<file path="src/hw/rtl/chte_pkg.sv">
// Package: shared constants, types and hash functions of the cuckoo hash engine
package chte_pkg;

   // Slots per table; a power of two, so a hash reduces to its low bits.
   localparam int unsigned SLOTS_PER_TABLE           = 512;
   localparam int unsigned MAX_DISPLACEMENTS_DEFAULT = 50;

   localparam logic [31:0] MIX1_MULT = 32'h27d4eb2d;
   localparam logic [31:0] MIX1_SALT = 32'd61;
   localparam logic [31:0] MIX2_MULT = 32'h045d9f3b;

   localparam logic [1:0] KIND_SEARCH = 2'd0;
   localparam logic [1:0] KIND_INSERT = 2'd1;
   localparam logic [1:0] KIND_REMOVE = 2'd2;
   localparam logic [1:0] KIND_UNUSED = 2'd3;

   typedef struct packed {
      logic [1:0]  kind;
      logic [31:0] key;
      logic [31:0] value;
   } op_type;

   typedef enum logic [4:0] {
      ST_CLEAR,
      ST_IDLE,
      ST_HASH1,
      ST_HASH2,
      ST_HASH3,
      ST_RD,
      ST_LOOK,
      ST_WHASH1,
      ST_WHASH2,
      ST_WHASH3,
      ST_WRD,
      ST_WLOOK,
      ST_MOVE_RD,
      ST_MOVE_LD,
      ST_MOVE_WR,
      ST_PLACE,
      ST_RESP
   } state_type;

   // Pre-multiply parts of the first mix.
   function automatic logic [31:0] mix1_pre(input logic [31:0] k);
      logic [31:0] t;
      t = (k ^ MIX1_SALT) ^ (k >> 16);
      t = t + (t << 3);
      t = t ^ (t >> 4);
      return t;
   endfunction

   function automatic logic [31:0] mix_post15(input logic [31:0] k);
      return k ^ (k >> 15);
   endfunction

   function automatic logic [31:0] fold16(input logic [31:0] k);
      return k ^ (k >> 16);
   endfunction

endpackage

</file>
<file path="src/hw/rtl/chte_if.sv">
// Interfaces: valid/ready channels of the cuckoo hash engine
interface chte_req_if;
   logic        valid;
   logic        ready;
   logic [1:0]  kind;
   logic [31:0] lookup_key;
   logic [31:0] data_value;
   modport source (output valid, kind, lookup_key, data_value, input ready);
   modport sink   (input valid, kind, lookup_key, data_value, output ready);
endinterface


</file>
<file path="src/hw/rtl/chte_front.sv">
// Front end: accept transactions and queue them for the table engine
module chte_front #(
   parameter int unsigned DEPTH = 2
) (
   input  logic              clock,
   input  logic              reset,
   chte_req_if.sink          req,
   output chte_pkg::op_type  op_out,
   output logic              op_valid,
   input  logic              op_take
);
   localparam int unsigned AW = (DEPTH > 1) ? $clog2(DEPTH) : 1;

   chte_pkg::op_type  mem_ff [DEPTH];
   logic [AW-1:0]     wp_ff, wp_in, rp_ff, rp_in;
   logic [AW:0]       cnt_ff, cnt_in;
   logic              push, pop;

   assign req.ready = (cnt_ff < (AW+1)'(DEPTH));
   assign push      = req.valid && req.ready;
   assign op_valid  = (cnt_ff != '0);
   assign pop       = op_valid && op_take;
   assign op_out    = mem_ff[rp_ff];

   always_comb begin
      wp_in  = push ? ((wp_ff == AW'(DEPTH-1)) ? '0 : wp_ff + 1'b1) : wp_ff;
      rp_in  = pop  ? ((rp_ff == AW'(DEPTH-1)) ? '0 : rp_ff + 1'b1) : rp_ff;
      cnt_in = cnt_ff + (AW+1)'(push) - (AW+1)'(pop);
   end

   always_ff @(posedge clock) begin
      if (reset) begin
         wp_ff  <= '0;
         rp_ff  <= '0;
         cnt_ff <= '0;
      end else begin
         wp_ff  <= wp_in;
         rp_ff  <= rp_in;
         cnt_ff <= cnt_in;
      end
      if (push) begin
         mem_ff[wp_ff] <= '{kind: req.kind, key: req.lookup_key, value: req.data_value};
      end
   end
endmodule

</file>
<file path="src/flat_wrapper.sv">
// flat-port wrapper written by rule: the top's interface ports become plain ports
module chte_front_flat 
#(
   parameter int unsigned DEPTH = 2
)
  (clock, reset, op_out, op_valid, op_take, req_valid, req_kind, req_lookup_key, req_data_value, req_ready);
  chte_req_if req_i ();
  input  logic clock;
  input  logic reset;
  output chte_pkg::op_type op_out;
  output logic op_valid;
  input  logic op_take;
  input wire logic [$bits(req_i.valid)-1:0] req_valid;
  input wire logic [$bits(req_i.kind)-1:0] req_kind;
  input wire logic [$bits(req_i.lookup_key)-1:0] req_lookup_key;
  input wire logic [$bits(req_i.data_value)-1:0] req_data_value;
  output wire logic [$bits(req_i.ready)-1:0] req_ready;
  assign req_i.valid = req_valid;
  assign req_i.kind = req_kind;
  assign req_i.lookup_key = req_lookup_key;
  assign req_i.data_value = req_data_value;
  assign req_ready = req_i.ready;
  chte_front #(.DEPTH(DEPTH)) u_core (.clock(clock), .reset(reset), .req(req_i), .op_out(op_out), .op_valid(op_valid), .op_take(op_take));
endmodule
</file>
<file path="config.mk">
export PLATFORM = sky130hd
export DESIGN_NAME = chte_front_flat
export DESIGN_NICKNAME = d
export VERILOG_FILES = /design/src/hw/rtl/chte_pkg.sv /design/src/hw/rtl/chte_if.sv /design/src/hw/rtl/chte_front.sv /design/src/flat_wrapper.sv
export SDC_FILE = /design/constraint.sdc
export NUM_CORES = 1
export LEC_CHECK = 0
export ABC_AREA = 1
export BUFFER_PORTS_ARGS = -buffer_cell sky130_fd_sc_hd__clkbuf_2
export CAP_MARGIN = 20
export CORE_ASPECT_RATIO = 1.5
export CORE_MARGIN = 5
export CORE_UTILIZATION = 44
export CTS_CLUSTER_SIZE = 14
export DETAILED_ROUTE_END_ITERATION = 6
export GPL_TIMING_DRIVEN = 0
export PLACE_DENSITY_LB_ADDON = 0.15
export SLEW_MARGIN = 20
export SYNTH_ARGS = -nofsm -noshare
export SYNTH_HDL_FRONTEND = slang
export SYNTH_SLANG_ARGS = --single-unit
export TNS_END_PERCENT = 100
</file>
<file path="constraint.sdc">
create_clock -name clock -period 10.2 [get_ports clock]
set_input_delay 0.51 -clock clock [delete_from_list [all_inputs] [get_ports clock]]
set_output_delay 0.51 -clock clock [all_outputs]
set_load 0.01 [all_outputs]
</file>
======== Word level (Yosys, flattened, before mapping) ========
Memory sizes are Yosys's and may differ from the RTL's. A register that Yosys moved wholly into a read port is not among the register bits.
Cells that the tools add are included.
word-level totals
  input port bits ......................... 70
  memories ................................ 1
  bits in writable memories ............... 132
  register bits ........................... 4
  ROM bits ................................ 0
  word-level logic and storage cells ...... 18
  latch bits .............................. 0
  output and inout port bits .............. 68
memory list
  name           words  width  rd ports  clocked after memory_dff  write ports  line              source
  u_core.mem_ff  2      66     1         1                         1            chte_front.sv:14  chte_pkg::op_type mem_ff [DEPTH];
cells by class
  order comparisons ....................... 1
  multiply operators ...................... 0
  reductions and logical operators ........ 3
  div/mod/pow operators ................... 0
  bitwise logic cells ..................... 0
  shift operators ......................... 0
  muxes and demuxes ....................... 6
  equality and inequality tests ........... 0
  add/sub/neg operators ................... 4
operators by type and width
  kind                                       number
  2-to-1 mux 1 bit                           6
  adder 1 bit, second input constant         2
  adder 2 x 1 -> 2 bit                       1
  logical AND 1 bit                          2
  < comparator 2 bit, second input constant  1
  nonzero test 2 bit                         1
  subtractor 2 x 1 -> 2 bit                  1

======== Depth between registers and ports, before layout ========
Gate-level depths: netlist of the first run.
  depth in word-level cells ............... 4
  gate-level depth with buffers ........... 10
  gate-level depth less buffers ........... 10

======== Worst setup path before layout of the first run ========
No wires, ideal clock.
  kind .................................... input-to-reg
  start point ............................. input req_valid
  end point ............................... memory u_core.mem_ff[0][0] in the netlist's numbering (enable)
  arrival time ............................ 3.363 ns
  data required time ...................... 9.710 ns
  slack ................................... 6.346 ns
  setup time .............................. 0.490 ns
  path buffers ............................ 0
  cell stages on the path ................. 2
  path through ............................ nand2_1 > nor2_1
on the way
  longest elaborated chain between the ends .. 3
ends and longest elaborated chain
  what                                    line                source
  from (decl)                             flat_wrapper.sv:13  input wire logic [$bits(req_i.valid)-1:0] req_valid;
  logical AND 1 bit                       chte_front.sv:20    assign push = req.valid && req.ready;
  2-to-1 mux 1 bit                        chte_front.sv:41    if (push) begin
  2-to-1 mux 1 bit (not written as such)  chte_front.sv:42    mem_ff[wp_ff] <= '{kind: req.kind, key: req.lookup_key, value: req.data_value};
  to (decl)                               chte_front.sv:14
No other way between the ends.

==> summary.md, run 1 <==
For the worst flop-to-flop path, the logic depth is 4. The summed instance area of the synthesized netlist was 5170 um^2; the clock period minus worst slack was 2.10 ns. The later pin in the worst-skew pair is clocked with a latency of 0.40 ns.

Input and output buffers added on the ports amount to 137. The area share of the largest cell type after synthesis works out to 76.7%. Yosys printed 0 warnings. The mean post-synth cell area is 21.3 um^2. The logs give 535 for the instance count after placement with tap cells included and 2.74 nW for the total leakage power.

In this run the post-CTS setup repair buffer count came out at 0. For this run, the slowest stage of the critical path takes 0.35 ns. Ranked by total cell area, the synthesized netlist is headed by sky130_fd_sc_hd__edfxtp_1 (77%), sky130_fd_sc_hd__mux2_4 (12%), sky130_fd_sc_hd__mux2_2 (5.7%). The fraction of final layout cells sized beyond drive strength 1 was 59.4%. Wires add up to 9.17 mm.

For the worst setup path, the data required time is 9.69 ns. For the final database, setup skew stands at 0.00341 ns. 138 I/O pins were placed. The antenna violation net count after detailed routing was 0; the total of flip-flops plus latches after synthesis was 137. VDD sags by at most 0.156 mV. Leaving out filler cells and counting taps, the final layout contains 564.

For this run the aggregate overflow at the end of global routing stands at 0. Kind of path behind the tightest hold check: input pin to flop. For the net count of the mapped netlist, the log shows 315. The tools report the post-layout net count as 476.

Synthesis produced a netlist whose cell count is 243. The run gives 2671 as the via count. The max-slew violation total from the final report was 0; the growth of design area from synthesis to finish was 32.1%.

Yosys mapped the design onto 13 distinct sky130hd cell types. Dividing the detail-routed wire length by the instance count gives 16.3 um. The number of antenna diodes in the final layout is 0.

Maximum net fanout on the critical path: 10. The library cells used most frequently in the layout, excluding fill and tap cells, are sky130_fd_sc_hd__clkbuf_2 (137), sky130_fd_sc_hd__edfxtp_1 (132), sky130_fd_sc_hd__mux2_4 (40). TritonCTS built the clock tree. Clock-pin slew was measured on the worst setup and hold paths at 0.06 ns. Once placement finished, the instance area stood at 6180 um^2.

The first detailed-routing pass ran for 4 iterations. The clock buffer count from CTS was 17. Setup repair after global routing left no endpoint under its margin. CTS saw 137 sinks. The worst pin sits at a relative slew slack of 52.4%. The count of unresolved DRC violations after routing was 0; the effective utilization at floorplan was 44.8%. The number of rows in the core area is 48.

In this design, the critical path's most frequently occurring cell is sky130_fd_sc_hd__buf_6. The number of cells on the worst hold path was 2. The die covers 14100 um^2. Global routing used 13.4% of the available tracks. The final clock period utilization by the worst path came out at 20.6%.

The finished cells cover 6830 um^2. The run gives 78.6% as the register area share after synthesis. The library cell occupying the most area in the post-synthesis netlist was sky130_fd_sc_hd__edfxtp_1. The power per cell area came out at 272 nW/um^2. Routability-driven placement finished with a final weighted congestion of 0.664. The critical path runs through a total of 4 cells.

The number of buffers and inverters on the critical path is 3. The flow ran to the end, and the final reports show no timing, DRC or antenna violations. The tools report the number of antenna violations at the first check in global routing as 0. For this design, the CTS-stage hold fixing added 0 buffers. Entering global routing, the biggest net connects 25 pins. The tools report the area of the core as 11500 um^2. The logs give 2 for the maximum clock insertion buffer count and 83 for the number of DRC violations after detailed-routing iteration 0.

After routing, the total negative slack on setup checks comes to 0 ns. For the pin with the worst max-slew slack, the measured transition is 0.712 ns. In the routed layout, each cell is associated on average with a via count of 4.74. Measured along the y axis, the die boundary spans 143 um. CTS placed an instance of sky130_fd_sc_hd__clkbuf_16 at the clock tree root. The setup-violating endpoint count in the final report came out at 0. The worst-path cell with the longest stage delay was sky130_fd_sc_hd__dfxtp_1. Across the run, the number of max-cap violations was 0.

The worst setup path category was flop to primary output. The run gives 476 MHz as the maximum clock frequency. Leaving out fill and tap cells, the most frequent cell in the layout is sky130_fd_sc_hd__clkbuf_2. Walking the worst path, the cells encountered are buf_6 -> buf_6 -> mux2_4 -> clkbuf_2. The H-tree was split into 4 levels. The HPWL after detailed placement is 6.50 mm. The floorplan die width is 98.5 um, and the number of global-route vias before repair is 2901. STA classifies the critical path startpoint as a flop. The data arrival time of the critical path was 1.59 ns; the final hold violation count was 0. The tools report the type of element capturing the critical path as a primary output. The first-pass GRT wire length came out at 14.0 mm.

The tools report the post-cts gate resize count as 0. The kind of cell with the highest combined delay along the critical path is buffers and inverters.
synth_stat cells:
master                     instances
sky130_fd_sc_hd__nand2_1           6
sky130_fd_sc_hd__dfxtp_1           5
sky130_fd_sc_hd__ha_1              2
sky130_fd_sc_hd__mux2_4           40
sky130_fd_sc_hd__nor2_1           11
sky130_fd_sc_hd__a21oi_1           1
sky130_fd_sc_hd__buf_2             2
sky130_fd_sc_hd__nand3_1           2
sky130_fd_sc_hd__o21ai_0           1
sky130_fd_sc_hd__inv_1            10
sky130_fd_sc_hd__buf_6             5
sky130_fd_sc_hd__edfxtp_1        132
sky130_fd_sc_hd__mux2_2           26
flip-flops by register name, summed over array words and instances (netlist names), named ones only:
signal         flops
u_core.cnt_ff      2
u_core.mem_ff    132
u_core.rp_ff       1
u_core.wp_ff       1
layer usage:
metal | track usage, % | vias to the layer above | share of wire, %
met2 | 25.5 | 83 | 57
met4 | 6.26 | 0 | 2.3
li1 | - | 1267 | -
met1 | 12.3 | 1304 | 34
met3 | 4.94 | 17 | 6.5
met5 | 0 | - | 0
path summary, 6_finish.rpt:
kind                         start              endpoint  slack, ns
setup reg to reg  u_core.cnt_ff[1]  u_core.mem_ff[1][62]       8.38
setup / recovery              flop            op_out[28]       8.10
hold / removal               reset      u_core.cnt_ff[0]       0.28
hold reg to reg       u_core.rp_ff          u_core.rp_ff       0.52
worst register-to-register path, stage by stage, from the launching register on:
cell	delay [ns]
sky130_fd_sc_hd__dfxtp_1	0.31
sky130_fd_sc_hd__inv_1	0.13
sky130_fd_sc_hd__nand2_1	0.20
sky130_fd_sc_hd__nor2_4	0.60
sky130_fd_sc_hd__buf_12	0.27
cell families after synthesis:
group                    share of synthesized area (%)
flip-flops                                        78.6
multiplexers                                      17.3
AND/OR/NAND/NOR                                   1.43
buffers and inverters                             2.01
AO/OA/AOI/OAI                                    0.193
adder cells (fa/ha/maj)                          0.484
stage by stage:
step           utilization (%)  setup slack (ns)  hold slack (ns)  total power [W]
2_1_floorplan                -              6.35            0.467          0.00104
4_1_cts                   59.2              8.06            0.262          0.00189
3_5_place_dp              53.6              8.23            0.513          0.00122
3_3_place_gp              52.4              4.53            0.490          0.00119
5_1_grt                   59.2              8.02            0.267          0.00195
6_report                  59.2              8.10            0.281          0.00186
final cells by class:
class	instances	area, um^2
fillers	933	4700
flip-flops and latches	137	4060
multi-input cells	89	1020
repair buffers	142	808
clock buffers	17	425
clock inverters	12	225
well taps	150	188
plain buffers	7	66.3
inverters	10	37.5
power by group:
group          switching (W)  total, W  internal (W)
Sequential         0.0000215  0.000747      0.000726
Combinational       0.000226  0.000449      0.000223
Clock               0.000210  0.000665      0.000455
Total               0.000457   0.00186       0.00140
Power figures use the tool's default switching activity.
==> run 2, diff against run 1 <==
Clock period 10.2 ns to 1.85 ns, I/O delays scaled along.
==> run 2 against run 1 <==
Effect of this change:
- setup slack lost 7.9 ns
- count of clock-buffer cells in the layout grew 1
- clock skew grew 0.0033 ns
- total power grew to 5.3 times the previous value
- clock power grew to 4.8 times the previous value
- final cell count grew 13%
- register-to-register slack lost 8.1 ns
- die area is the same
- largest cell class unchanged
- non-clock buffer count grew 69
- core utilization grew 5.6 points
- via count grew 8.4%
==> summary.md, run 2 (synthesis gave the netlist of run 1 again) <==
The total leakage power is 2.99 nW (+9.2%), and the boundary pin count is 138 (unchanged). The setup-violating endpoint count in the final report came out at 0 (unchanged). The worst reg2reg path depth came out at 5 (+1). In the layout the commonest cells are sky130_fd_sc_hd__clkbuf_2 (137), sky130_fd_sc_hd__edfxtp_1 (132), sky130_fd_sc_hd__dlygate4sd3_1 (68). The number of rows in the core area is 48 (unchanged). The max-slew violation total from the final report was 0 (unchanged); the clock latency on the worst-skew pair was 0.40 ns (about the same). The library cell used most frequently in the layout, excluding fill and tap cells, is sky130_fd_sc_hd__clkbuf_2. The run finished with clean final reports.

The global-route usage over all layers was 13.9% (+0.56 points). The mean number of vias per cell was 4.56 (-3.7%); the half-perimeter wire length of the detailed placement result was 6.42 mm (-1.4%). The clock period minus worst slack came out at 1.68 ns.

The placer's final routability congestion estimate came out at 0.647 (-2.6%). Setup repair after global routing left no endpoint under its margin. The total congestion overflow after global routing is 0 (unchanged), and the number of antenna violations at the first check in global routing is 0 (unchanged). The tools report the sort of element at the start of the critical path as a flop. The largest registers in the layout are u_core.mem_ff (132), u_core.cnt_ff (2). TritonCTS built the clock tree. Final clock period utilization by the worst path: 91.0%. The run gives 14.9 mm (+6.8%) as the first-pass GRT wire length. Library cell used as clock root buffer: sky130_fd_sc_hd__clkbuf_16. The power per cell area is 1330 nW/um^2 (+390%). The tools report the setup fix buffers added after clock tree synthesis as 0 (unchanged). STA classifies the critical path endpoint as a primary output. The antenna violation net count after detailed routing came out at 0 (unchanged). The number of global-route vias before repair was 3226 (+11%); the instance count after placement with tap cells included was 536 (+0.19%).

Number of buffers inserted by port buffering: 137 (unchanged). The number of DRC violations after detailed-routing iteration 0 is 91 (+9.6%), and the die span in y is 143 um (unchanged). The count of unresolved DRC violations after routing was 0 (unchanged); the worst slew slack as a fraction of its limit was 70.0% (+18 points). The tools report the worst ir drop on vdd as 0.871 mV (+460%). The wire length reported by the detailed router is 9.42 mm (+2.7%), and the number of cells on the worst hold path is 4 (+2).

For the count of H-tree levels built during CTS, the log shows 4 (unchanged). The average wire per standard cell was 14.8 um (-8.7%); the maximum number of pins on one net before global-route repair was 26 (+4.0%). The number of standard cells in the final layout excluding fillers is 635 (+13%).

The floorplan die width was 98.5 um (unchanged). The reg-to-reg startpoint was u_core.cnt_ff[1]. The flip-flop count of the largest register, all copies and words added works out to 132 (unchanged). The clock transition at the registers of the reported paths was 0.06 ns (about the same); the final total negative setup slack was 0 ns (unchanged). The logs give 1.59 ns (about the same) for the data arrival time of the critical path and 64.8% (+5.6 points) for the post-layout utilization of the core.

The required time reported for the critical path endpoint is 1.76 ns (-7.93 ns), and the fraction of final layout cells sized beyond drive strength 1 is 52.0% (-7.5 points). The run gives 0.00995 W (+430%) as the overall power after layout. Final hold violation count: 0 (unchanged). The run gives 4 (unchanged) as the first-pass iteration count of the detailed router. The tools report the worst min-delay path startpoint as req_valid.

The run gives 594 MHz as the maximum clock frequency. The logs give 6220 um^2 (+0.65%) for the instance area after placement and 7480 um^2 (+9.4%) for the final instance area. The logs give 0 (unchanged) for the max capacitance violation total and 2895 (+8.4%) for the via count. The number of fillers in the final layout was 878 (-5.9%); the growth of design area from synthesis to finish was 44.6%.

The run gives 14100 um^2 (unchanged) as the die area. The maximum net fanout on the critical path is 10 (unchanged), and the clock sink count is 137 (unchanged). The logs give 17 (unchanged) for the clock buffer count from CTS and 11500 um^2 (unchanged) for the area of the core. The post-layout net count is 545 (+14%), and the final clock skew is 0.00673 ns (+0.00332 ns).

The effective utilization at floorplan was 44.8% (unchanged); the measured slew at the worst slew-check pin was 0.449 ns (-0.263 ns). For the number of antenna cells inserted, the log shows 0 (unchanged). The worst setup path is of the flop to primary output kind. The worst hold path belongs to the class input pin to flop. The register with the most flip-flops is u_core.mem_ff. For the maximum clock insertion buffer count, the log shows 2 (unchanged).
[run 2: changes by cell type in the layout (fill, tap and decap cells not counted)]
| cell | change |
|---|---|
| sky130_fd_sc_hd__buf_16 | +1 |
| sky130_fd_sc_hd__bufinv_16 | -4 |
| sky130_fd_sc_hd__clkbuf_1 | +1 |
| sky130_fd_sc_hd__clkinvlp_4 | +3 |
| sky130_fd_sc_hd__dfxtp_1 | -2 |
| sky130_fd_sc_hd__dfxtp_2 | +2 |
| sky130_fd_sc_hd__dlygate4sd3_1 | +68 |
| sky130_fd_sc_hd__inv_1 | -1 |
| sky130_fd_sc_hd__inv_4 | +1 |
| sky130_fd_sc_hd__inv_6 | +2 |
| sky130_fd_sc_hd__nand2_1 | -1 |
| sky130_fd_sc_hd__nand2_4 | +1 |
[run 2: worst paths after layout]
check,to,slack (ns)
setup reg to reg,u_core.mem_ff[0][55],0.30
hold reg to reg,u_core.rp_ff,0.51
setup / recovery,op_out[42],0.17
hold / removal,u_core.wp_ff,0.08
[run 2: routing by layer]
| layer | global-route usage (%) | share of wire [%] | up-vias |
|---|---|---|---|
| li1 | - | - | 1395 |
| met1 | 13.1 | 36 | 1395 |
| met2 | 27.0 | 57 | 90 |
| met3 | 4.25 | 5.1 | 15 |
| met4 | 6.26 | 1.7 | 0 |
| met5 | 0 | 0 | - |
[run 2: area by class of cell]
cell class                      count  area, um^2  area share (%)
Buffer                              7        66.3           0.887
Clock buffer                       18         429            5.74
Clock inverter                     13         145            1.94
Inverter                           10        40.0           0.536
Multi-Input combinational cell     89        1020            13.7
Sequential cell                   137        4070            54.4
Tap cell                          150         188            2.51
Timing Repair Buffer              211        1520            20.3
[run 2: metrics by stage]
| step | hold slack [ns] | setup WS, ns |
|---|---|---|
| CTS | 0.0552 | 0.127 |
| finish | 0.0752 | 0.166 |
| global route | 0.0991 | 0.0863 |
| detailed placement | 0.281 | 0.286 |
| global placement | 0.281 | -0.589 |
| floorplan | 0.164 | -0.0318 |
[run 2: what timing repair did]
item	4_1_cts	5_1_grt
hold buffers	68	0
gates resized for setup	0	0
hold endpoints to repair	137	0
[run 2: power breakdown]
group | internal, W | switching, W | total (W)
Clock | 0.00199 | 0.00121 | 0.00320
Sequential | 0.00400 | 0.000123 | 0.00413
Combinational | 0.00135 | 0.00128 | 0.00263
[run 2: worst max-delay path, cell delays in order, from the launching register on]
cell and delay, ns:
sky130_fd_sc_hd__dfxtp_1 0.35, sky130_fd_sc_hd__buf_6 0.19, sky130_fd_sc_hd__buf_6 0.20, sky130_fd_sc_hd__mux2_4 0.31, sky130_fd_sc_hd__clkbuf_2 0.14
==> run 3, diff against run 2 <==
Settings changed: CELL_PAD_IN_SITES_DETAIL_PLACEMENT set to 1, CELL_PAD_IN_SITES_GLOBAL_PLACEMENT set to 1, CORE_UTILIZATION 44 to 40.
==> run 3 against run 2 <==
Effect of this change:
- non-clock buffer count did not move
- first-iteration DRC count fell by 16%
- final area rose by 0.47%
- register-to-register slack improved by 0.12 ns
- sequential power barely moved
- die area rose by 9.1%
- flip-flop and latch count did not move
- clock skew rose by 0.0029 ns
==> summary.md, run 3 (synthesis gave the netlist of run 1 again) <==
The final clock period utilization by the worst path was 91.9% (+0.86 points). The power per cell area works out to 1350 nW/um^2 (+1.7%). The critical path is of the flop to primary output type.

The logs give 1.76 ns (about the same) for the required time reported for the critical path endpoint and 0 (unchanged) for the setup-violating endpoint count in the final report. The number of hold buffers added after CTS is 68 (unchanged), and the fraction of final layout cells sized beyond drive strength 1 is 51.5% (-0.41 points). The count of unresolved DRC violations after routing is 0 (unchanged), and the clock transition at the registers of the reported paths is 0.05 ns (about the same).

Worst-case hold slack: 0.102 ns (+0.0273 ns). The run gives 12800 um^2 (+11%) as the area of the core. The run gives 3358 (+4.1%) as the number of global-route vias before repair.

TritonCTS built the clock tree. The logs give 611 um (+26%) for the met3 wire length and 3.95 mm (+18%) for the met1 layer wirelength in the final routing. The max-slew violation total from the final report is 0 (unchanged). The measured slew at the worst slew-check pin is 0.474 ns (+0.0253 ns), and the first-pass GRT wire length is 16.9 mm (+14%).

The die span in y was 149 um (+4.5%). The logs give 0.672 (+3.8%) for the placer's final routability congestion estimate and 0 (unchanged) for the number of antenna cells inserted. Setup repair after global routing left no endpoint under its margin.

The half-perimeter wire length of the detailed placement result is 7.30 mm (+14%). The number of rows in the core area came out at 51 (+6.3%). The largest registers in the layout are u_core.mem_ff (132), u_core.cnt_ff (2). Sort of element at the start of the critical path: a flop. The boundary pin count came out at 138 (unchanged). The area growth from synthesis to layout is 45.3%. The worst slew slack as a fraction of its limit was 68.3% (-1.7 points). The run gives 0.00966 ns (+0.00292 ns) as the final clock skew. The tools report the via count as 2958 (+2.2%). The logs give 1.61 ns (+0.02 ns) for the data arrival time of the critical path and 6.34 mm (+17%) for the met2 routed wirelength.

The first-pass iteration count of the detailed router was 5 (+1). The total leakage power was 3.01 nW (+0.48%); the clock period minus worst slack was 1.70 ns (+0.0160 ns). The number of cells on the worst hold path came out at 4 (unchanged). The cell sitting at the root of the clock tree is a sky130_fd_sc_hd__clkbuf_16. The logs give 545 (unchanged) for the post-layout net count and 15300 um^2 (+9.1%) for the die area. The maximum net fanout on the critical path was 10 (unchanged). The logs give 0 (unchanged) for the total congestion overflow after global routing and 2 (unchanged) for the maximum clock insertion buffer count. Antenna violation net count after detailed routing: 0 (unchanged). The flip-flop count of the largest register, all copies and words added came out at 132 (unchanged). The maximum clock frequency was 588 MHz (-0.94%); the mean number of vias per cell was 4.59 (+0.75%). The logs give 4 (unchanged) for the count of H-tree levels built during CTS and 0 (unchanged) for the final hold violation count. The clock sink count is 137 (unchanged).

The global-route usage over all layers is 15.1% (+1.2 points), and the setup fix buffers added after clock tree synthesis is 0 (unchanged). The number of DRC violations after detailed-routing iteration 0 is 76 (-16%), and the floorplan die width is 103 um (+4.4%). The tools report the post-cts gate resize count as 0 (unchanged). Number of buffers inserted by port buffering: 137 (unchanged).

Wire length reported by the detailed router: 11.1 mm (+17%). Ranked by flip-flop count, first place goes to u_core.mem_ff. The leading cell type in the layout, fill and taps excluded is sky130_fd_sc_hd__clkbuf_2. For the effective utilization at floorplan, the log shows 40.3% (-4.5 points).

Max capacitance violation total: 0 (unchanged). The path class of the tightest hold or removal check is input pin to flop. STA classifies the critical path endpoint as a primary output. In this run the top signal layer used is met4.

The flow ran to the end, and the final reports show no timing, DRC or antenna violations. The library cells used most frequently in the layout, excluding fill and tap cells, are sky130_fd_sc_hd__clkbuf_2 (137), sky130_fd_sc_hd__edfxtp_1 (132), sky130_fd_sc_hd__dlygate4sd3_1 (68). Overall power after layout: 0.0102 W (+2.1%).

The number of antenna violations at the first check in global routing came out at 0 (unchanged). The clock latency on the worst-skew pair is 0.41 ns (about the same), and the worst reg2reg path depth is 4 (-1). Average wire per standard cell: 17.2 um (+16%). Clock buffer count from CTS: 17 (unchanged).

The logs give 0.668 mV (-23%) for the worst ir drop on vdd and 23 (-12%) for the maximum number of pins on one net before global-route repair.
run 3: final timing paths:
| kind | from | endpoint | slack (ns) |
|---|---|---|---|
| setup / recovery | flop | op_out[31] | 0.15 |
| setup reg to reg | u_core.cnt_ff[1] | u_core.mem_ff[0][26] | 0.42 |
| hold reg to reg | u_core.rp_ff | flop | 0.51 |
| hold / removal | req_valid | u_core.wp_ff | 0.10 |
run 3: where the power goes:
| group | switching [W] | leakage, nW | total, W | internal (W) |
|---|---|---|---|---|
| logic | 0.00132 | 1.45 | 0.00268 | 0.00136 |
| registers | 0.000137 | 1.27 | 0.00414 | 0.00400 |
| clock network | 0.00123 | 0.281 | 0.00334 | 0.00211 |
| total | 0.00269 | 3.01 | 0.0102 | 0.00748 |
run 3: layer usage:
layer	GRT usage [%]	vias to the layer above
met4	6.03	0
met5	0	-
met2	28.3	94
met3	4.59	13
li1	-	1403
met1	15.1	1448
run 3: cell type report:
class                           count  area (um^2)
Sequential cell                   137         4070
Clock inverter                     12          150
Timing Repair Buffer              211         1530
Tap cell                          159          199
Inverter                           10         40.0
Fill cell                        1202         5320
Clock buffer                       19          433
Multi-Input combinational cell     89         1020
Buffer                              7         66.3
run 3: critical path: stages, from the launching register on:
cell	delay, ns
sky130_fd_sc_hd__dfxtp_1	0.35
sky130_fd_sc_hd__buf_6	0.19
sky130_fd_sc_hd__buf_6	0.20
sky130_fd_sc_hd__mux2_4	0.31
sky130_fd_sc_hd__clkbuf_2	0.14
run 3: per-stage QoR:
stage               TNS [ns]  util, %  cells  worst slack [ns]  cell area [um^2]
floorplan              -2.79        -    243           -0.0318              5200
global placement      -83.26     47.4    539            -0.645              6080
detailed placement         0     48.7    545             0.396              6250
CTS                        0     58.6    644             0.107              7510
global route               0     58.6    644            0.0601              7510
finish                     0     58.6    644             0.150              7510
